### src/hdl/dsrc_pkg.sv
`timescale 1ns / 1ps
`default_nettype none

package dsrc_pkg;

  // Debounce limit register
  localparam int unsigned LIMIT_W = 8;
  localparam logic [LIMIT_W-1:0] LIMIT_RESET = LIMIT_W'(5);
  localparam logic [LIMIT_W-1:0] LIMIT_MIN = LIMIT_W'(1);
  localparam logic [LIMIT_W-1:0] COUNT_RESET = LIMIT_W'(5 / 2);

  // Relay command and pulse timer widths
  localparam int unsigned CMD_W = 21;
  localparam int unsigned PULSE_BITS = 20;
  localparam int unsigned SAT_W = (CMD_W > PULSE_BITS) ? CMD_W : PULSE_BITS;
  localparam logic [PULSE_BITS-1:0] PULSE_MAX = '1;

  // Item kinds
  typedef enum logic [1:0] {
    OP_SAMPLE  = 2'd0,
    OP_COMMAND = 2'd1,
    OP_MS_TICK = 2'd2
  } op_e;

  // Relay target addressed by a command
  localparam logic TARGET_RELAY = 1'b0;

endpackage

`default_nettype wire

### src/hdl/debounced_switch_relay_controller_core.sv
`timescale 1ns / 1ps
`default_nettype none

// Debounced wall switch and relay driver.
// Input channel (in_valid_i / in_stall_o) carries one item per transfer:
// a switch sample tick, a relay command or a millisecond tick, chosen by
// opcode_i. Every item gives exactly one result on the output channel
// (out_valid_o / out_stall_i): relay level, debounced switch level, pulse
// flag and a changed flag.
// The result is registered and offered from the cycle after the item is
// accepted. Throughput is one item per cycle while no result waits under
// stall, set by the single result register; the state update for an item
// completes at its accepting edge, so the next item follows without a gap.
// When a result waits and the receiver stalls, the result register holds and
// in_stall_o rises in the same cycle, so no item is taken until the result is
// transferred. Write the debounce limit through cfg_we_i / cfg_wdata_i only
// while the block is idle; the block does not enforce this. A written zero
// acts as one. Reset sets the limit to 5, the integrator to 2, the switch and
// relay off, stops any pulse and empties the result register.

module debounced_switch_relay_controller_core (
  input  wire                          clk_i,
  input  wire                          rst_ni,
  input  wire                          cfg_we_i,
  input  wire [dsrc_pkg::LIMIT_W-1:0]  cfg_wdata_i,
  input  wire                          in_valid_i,
  output logic                         in_stall_o,
  input  wire [1:0]                    opcode_i,
  input  wire                          switch_level_i,
  input  wire                          target_index_i,
  input  wire signed [dsrc_pkg::CMD_W-1:0] command_value_i,
  output logic                         out_valid_o,
  input  wire                          out_stall_i,
  output logic                         relay_on_o,
  output logic                         switch_state_o,
  output logic                         pulse_active_o,
  output logic                         changed_o
);

  logic [dsrc_pkg::LIMIT_W-1:0]    limit_q;
  logic [dsrc_pkg::LIMIT_W-1:0]    count_q, count_d;
  logic                            stable_q, stable_d;
  logic                            relay_q, relay_d;
  logic [dsrc_pkg::PULSE_BITS-1:0] remain_q, remain_d;
  logic                            running_q, running_d;

  logic                            out_valid_q, out_valid_d;
  logic                            relay_out_q, switch_out_q, pulse_out_q, changed_q;

  logic                            in_xfer;
  logic                            hit;
  logic                            cmd_neg;
  logic [dsrc_pkg::CMD_W-1:0]      cmd_u;
  logic [dsrc_pkg::CMD_W-1:0]      neg_mag;
  logic [dsrc_pkg::SAT_W-1:0]      mag_ext;
  logic [dsrc_pkg::PULSE_BITS-1:0] pulse_len;
  logic [dsrc_pkg::PULSE_BITS-1:0] remain_dec;

  // Handshake: take an item unless a result is waiting under stall
  assign in_stall_o  = out_valid_q & out_stall_i;
  assign in_xfer     = in_valid_i & ~in_stall_o;
  assign out_valid_d = in_xfer | (out_valid_q & out_stall_i);

  // Command magnitude and pulse length, saturated to the timer width
  assign cmd_u     = $unsigned(command_value_i);
  assign cmd_neg   = cmd_u[dsrc_pkg::CMD_W-1];
  assign neg_mag   = (~cmd_u) + dsrc_pkg::CMD_W'(1);
  assign mag_ext   = dsrc_pkg::SAT_W'(neg_mag);
  assign pulse_len = (mag_ext > dsrc_pkg::SAT_W'(dsrc_pkg::PULSE_MAX)) ?
                     dsrc_pkg::PULSE_MAX : dsrc_pkg::PULSE_BITS'(mag_ext);
  assign remain_dec = (remain_q == '0) ? '0 : remain_q - dsrc_pkg::PULSE_BITS'(1);

  // Next state for one item
  always_comb begin
    count_d   = count_q;
    stable_d  = stable_q;
    relay_d   = relay_q;
    remain_d  = remain_q;
    running_d = running_q;
    hit       = 1'b0;
    unique case (dsrc_pkg::op_e'(opcode_i))
      dsrc_pkg::OP_SAMPLE: begin
        if (switch_level_i) begin
          if (count_q < limit_q) begin
            count_d = count_q + dsrc_pkg::LIMIT_W'(1);
            hit     = (count_d == limit_q);
          end
        end else if (count_q != '0) begin
          count_d = count_q - dsrc_pkg::LIMIT_W'(1);
          hit     = (count_d == '0);
        end
        // A new debounced level toggles the relay unless a pulse locks it
        if (hit && ((count_d == limit_q) != stable_q)) begin
          stable_d = (count_d == limit_q);
          if (!running_q) begin
            relay_d = ~relay_q;
          end
        end
      end
      dsrc_pkg::OP_COMMAND: begin
        if ((target_index_i == dsrc_pkg::TARGET_RELAY) && !running_q) begin
          if (cmd_neg) begin
            remain_d  = pulse_len;
            running_d = 1'b1;
            relay_d   = 1'b1;
          end else if (cmd_u != dsrc_pkg::CMD_W'(relay_q)) begin
            relay_d = (cmd_u > dsrc_pkg::CMD_W'(1)) ? ~relay_q : cmd_u[0];
          end
        end
      end
      dsrc_pkg::OP_MS_TICK: begin
        // Count the pulse down and drop the relay when it runs out
        if (running_q) begin
          remain_d = remain_dec;
          if (remain_dec == '0) begin
            running_d = 1'b0;
            relay_d   = 1'b0;
          end
        end
      end
      default: begin
      end
    endcase
  end

  // Configuration register
  always_ff @(posedge clk_i or negedge rst_ni) begin
    if (!rst_ni) begin
      limit_q <= dsrc_pkg::LIMIT_RESET;
    end else if (cfg_we_i) begin
      limit_q <= (cfg_wdata_i == '0) ? dsrc_pkg::LIMIT_MIN : cfg_wdata_i;
    end
  end

  // Block state, advanced on each input transfer
  always_ff @(posedge clk_i or negedge rst_ni) begin
    if (!rst_ni) begin
      count_q   <= dsrc_pkg::COUNT_RESET;
      stable_q  <= 1'b0;
      relay_q   <= 1'b0;
      remain_q  <= '0;
      running_q <= 1'b0;
    end else if (in_xfer) begin
      count_q   <= count_d;
      stable_q  <= stable_d;
      relay_q   <= relay_d;
      remain_q  <= remain_d;
      running_q <= running_d;
    end
  end

  // Result valid
  always_ff @(posedge clk_i or negedge rst_ni) begin
    if (!rst_ni) begin
      out_valid_q <= 1'b0;
    end else begin
      out_valid_q <= out_valid_d;
    end
  end

  // Result payload, loaded on each input transfer
  always_ff @(posedge clk_i) begin
    if (in_xfer) begin
      relay_out_q  <= relay_d;
      switch_out_q <= stable_d;
      pulse_out_q  <= running_d;
      changed_q    <= (relay_d != relay_q) || (stable_d != stable_q);
    end
  end

  assign out_valid_o    = out_valid_q;
  assign relay_on_o     = relay_out_q;
  assign switch_state_o = switch_out_q;
  assign pulse_active_o = pulse_out_q;
  assign changed_o      = changed_q;

endmodule

`default_nettype wire

### config.mk
export PLATFORM = sky130hd
export DESIGN_NAME = debounced_switch_relay_controller_core
export DESIGN_NICKNAME = d
export VERILOG_FILES = /design/src/hdl/dsrc_pkg.sv /design/src/hdl/debounced_switch_relay_controller_core.sv
export SDC_FILE = /design/constraint.sdc
export NUM_CORES = 1
export LEC_CHECK = 0
export BUFFER_PORTS_ARGS = -buffer_cell sky130_fd_sc_hd__buf_2
export CAP_MARGIN = 0
export CELL_PAD_IN_SITES_DETAIL_PLACEMENT = 0
export CELL_PAD_IN_SITES_GLOBAL_PLACEMENT = 1
export CORE_AREA = 3 3 110 112
export DETAILED_ROUTE_END_ITERATION = 12
export DIE_AREA = 0 0 113 115
export HOLD_SLACK_MARGIN = 0.08
export PLACE_DENSITY = 0.83
export SLEW_MARGIN = 20
export SYNTH_ARGS = -nofsm -noshare
export SYNTH_HDL_FRONTEND = slang
export SYNTH_SLANG_ARGS = --single-unit
### constraint.sdc
create_clock -name clk_i -period 8 [get_ports clk_i]
set_clock_uncertainty 0.1 [all_clocks]
set_input_delay 1.6 -clock clk_i [delete_from_list [all_inputs] [get_ports clk_i]]
set_output_delay 1.6 -clock clk_i [all_outputs]
set_load 0.03 [all_outputs]
==> run metrics <==
Yosys top cell area share=0.210; crit-path max FO=7; final net count=683; Reg clk slew, reported paths=0.07 ns; Ports=44; placed cell count=760; Required @ worst endpoint=8.02 ns; CP Class=in2reg; gr usage total=0.203; IO buf count=43; Hold Startpoint=out_valid_o$_DFF_PN0_; placeable core area=11300 sq um; number of iterations in the first detailed-routing pass=6; met1 wire length=5820 um; fmax=223 MHz; Reg2Reg Setup Slack=3.70 ns; highest metal used=met4; Synth Flop Type=dfrtp_1; outcome=complete, no violations; postcts setup bufs=0; CTS tree=built; Cells after Synth=603; routed len/inst=17.4 um; Sinks on Clock Net=44; total CTS buffers=5; clk buf depth=2; Final HPWL DP=10000 um; layout cell share with drive strength beyond 1=0.110; Arr. time, crit path=4.50 ns; Initial Util=0.390; Static Leakage=1.84 nW; Root Driver=clkbuf_16; Iter 0 DRT Violations=476; Final Hold Viols=0; clock latency on the worst-skew pair=0.30 ns; Tightest Hold Check Type=reg2reg; initial antenna violation count=0; gr ovfl total=0; syn nets=662; Syn Std Cell Area=4420 sq um; Final Non-Filler Cells=768; Core Rows=39; RSZ-0062 raised after global routing=no; Worst Tran Pin Value=0.996 ns; # DRC=0; first-pass GRT wire length=21700 um; largest net degree at the start of global routing=41; R2R cell count=10; Avg Vias per Cell=6.14; hold path cells=2; max_cap viols=0; Routed Antenna Nets=0; largest area contributor in the netlist=dfrtp_1; power per cell area=250 nW/um^2; Layout area overhead=10.3%; met2 routed WL=6370 um; synth unique cells=67; Synth Warn #=0; asr flop ratio synth=0.909; flops & latches, synth=44; count of flip-flops with a built-in enable after synthesis=4; critical path startpoint category=input pin; Final Critical Period=4.48 ns; Setup TNS Final=0 ns; sequential share of the synthesized area=0.255; # setup viols final=0; Die Ht=115 um; n_diodes=0; Die Area=13000 sq um; Total Routed Length=13300 um; RD Place Congestion=0.920; Core Util, Final=0.430; Synth area leaders=dfrtp_1 (21%), o21ai_0 (9.1%), nor2_1 (6.0%); Final Power=1.22 mW; worst r2r dst=relay_on_o$_DFFE_PP_; wire length on met3=809 um; Syn Area/Cell=7.33 sq um; max-slew violation count=0; crit end category=flop; worst r2r src=count_q[7]$_DFFE_PN0P_; Post-CTS Resized=0; vias in the first global route=4315; die width=113 um; final clock period utilization by the worst path=0.560; Vias=4716; Worst Hold Path EP=out_valid_o$_DFF_PN0_; CTS Hold Buffers Added=0; H-tree Lvls=2; Slew HR=0.336; worst vdd ir=129 uV
[where the power goes]
group          total [mW]  internal, mW  leakage [nW]  switching, mW
clock network       0.249         0.149        0.0840          0.100
registers           0.426         0.289         0.506          0.137
logic               0.544         0.231          1.25          0.314
[worst max-delay path: stages]
cell      delay (ns)
buf_2           0.13
nor4_1          0.82
nand4_1         0.18
nor4b_1         0.54
mux2i_1         0.15
nor4_1          0.26
o21ai_0         0.21
a211oi_1        0.38
a22oi_1         0.16
o31ai_1         0.09
[placed cells by master, fill, tap and decap left out, types with 3 or more instances in the layout]
master	n
o21ai_0	80
nor2_1	71
nand2_1	66
buf_2	43
dfrtp_1	37
xnor2_1	29
nor3_1	26
inv_1	24
a21oi_1	22
nand3_1	21
ha_1	21
nor4_1	16
a211oi_1	10
or3_1	9
xor2_1	9
a31oi_1	9
o211ai_1	7
o31ai_1	6
nand4_1	6
a21o_1	6
mux2i_1	5
and3_1	5
nor3b_1	5
clkbuf_16	5
o2111ai_1	4
a22oi_1	4
nor2b_1	4
o22ai_1	4
nand3b_1	4
o2bb2ai_1	4
or4_1	4
edfxtp_1	4
a32oi_1	3
nand2b_1	3
or2_2	3
nor4b_1	3
dfstp_2	3
[metrics by stage]
stage	hold WS (ns)	setup slack [ns]	area, sq um
finish	0.433	3.52	4870
global route	0.455	3.23	4870
CTS	0.426	3.59	4870
detailed placement	0.409	3.31	4700
global placement	0.385	3.32	4700
floorplan	0.357	3.78	4420
[routing by layer]
layer	GRT usage	vias up
li1	-	2256
met1	0.264	2226
met2	0.346	205
met3	0.0300	29
met4	0.0737	0
met5	0	-
[cell type report]
cell class	count	area [sq um]
well taps	143	179
flip-flops and latches	44	1120
fillers	1177	6450
clock inverters	3	47.5
inverters	25	93.8
multi-input cells	504	3080
clock buffers	5	125
repair buffers	44	223
[how the worst max path moves through the flow]
stage	startpoint	to	cells past startpoint
after global routing	command_value_i[12]	changed_o$_DFFE_PP_	10
after CTS	command_value_i[12]	changed_o$_DFFE_PP_	10
after detailed placement	command_value_i[12]	changed_o$_DFFE_PP_	10
after floorplan	switch_level_i	relay_on_o$_DFFE_PP_	11
after global placement	command_value_i[12]	changed_o$_DFFE_PP_	10
final	command_value_i[12]	changed_o$_DFFE_PP_	10
[registers in the layout, indices dropped and copies added (netlist names)]
register and cells:
out_valid_o 1, pulse_active_o 1, stable_q 1, changed_o 1
remain_q 20, count_q 8, switch_state_o 1, running_q 1
relay_q 1, limit_q 8, relay_on_o 1
[cell usage after synthesis, drive strengths merged, types with 4 or more instances]
| master | instances |
|---|---|
| a21o | 6 |
| xnor2 | 29 |
| nor4b | 4 |
| o211ai | 7 |
| nand3b | 4 |
| edfxtp | 4 |
| buf | 8 |
| nor2b | 4 |
| inv | 24 |
| or3 | 9 |
| dfrtp | 37 |
| nor2 | 71 |
| a31oi | 9 |
| o22ai | 4 |
| o31ai | 6 |
| or4 | 5 |
| a211oi | 10 |
| mux2i | 5 |
| o21ai | 80 |
| nor3 | 27 |
| o2bb2ai | 4 |
| nand3 | 21 |
| a21oi | 23 |
| o2111ai | 4 |
| ha | 21 |
| clkbuf | 22 |
| a22oi | 4 |
| nand4 | 6 |
| nand2 | 66 |
| and3 | 5 |
| xor2 | 9 |
| nor3b | 5 |
| nor4 | 18 |
[kinds of logic after synthesis]
group                      share of synthesized area
DFF                                            0.255
muxes                                         0.0139
buffers and inverters                         0.0493
adders and majority gates                     0.0595
xor gates and xnor gates                      0.0753
AOI/OAI and AO/OA                              0.254
and+or+nand+nor                                0.294
(Power assumes the default switching activity.)
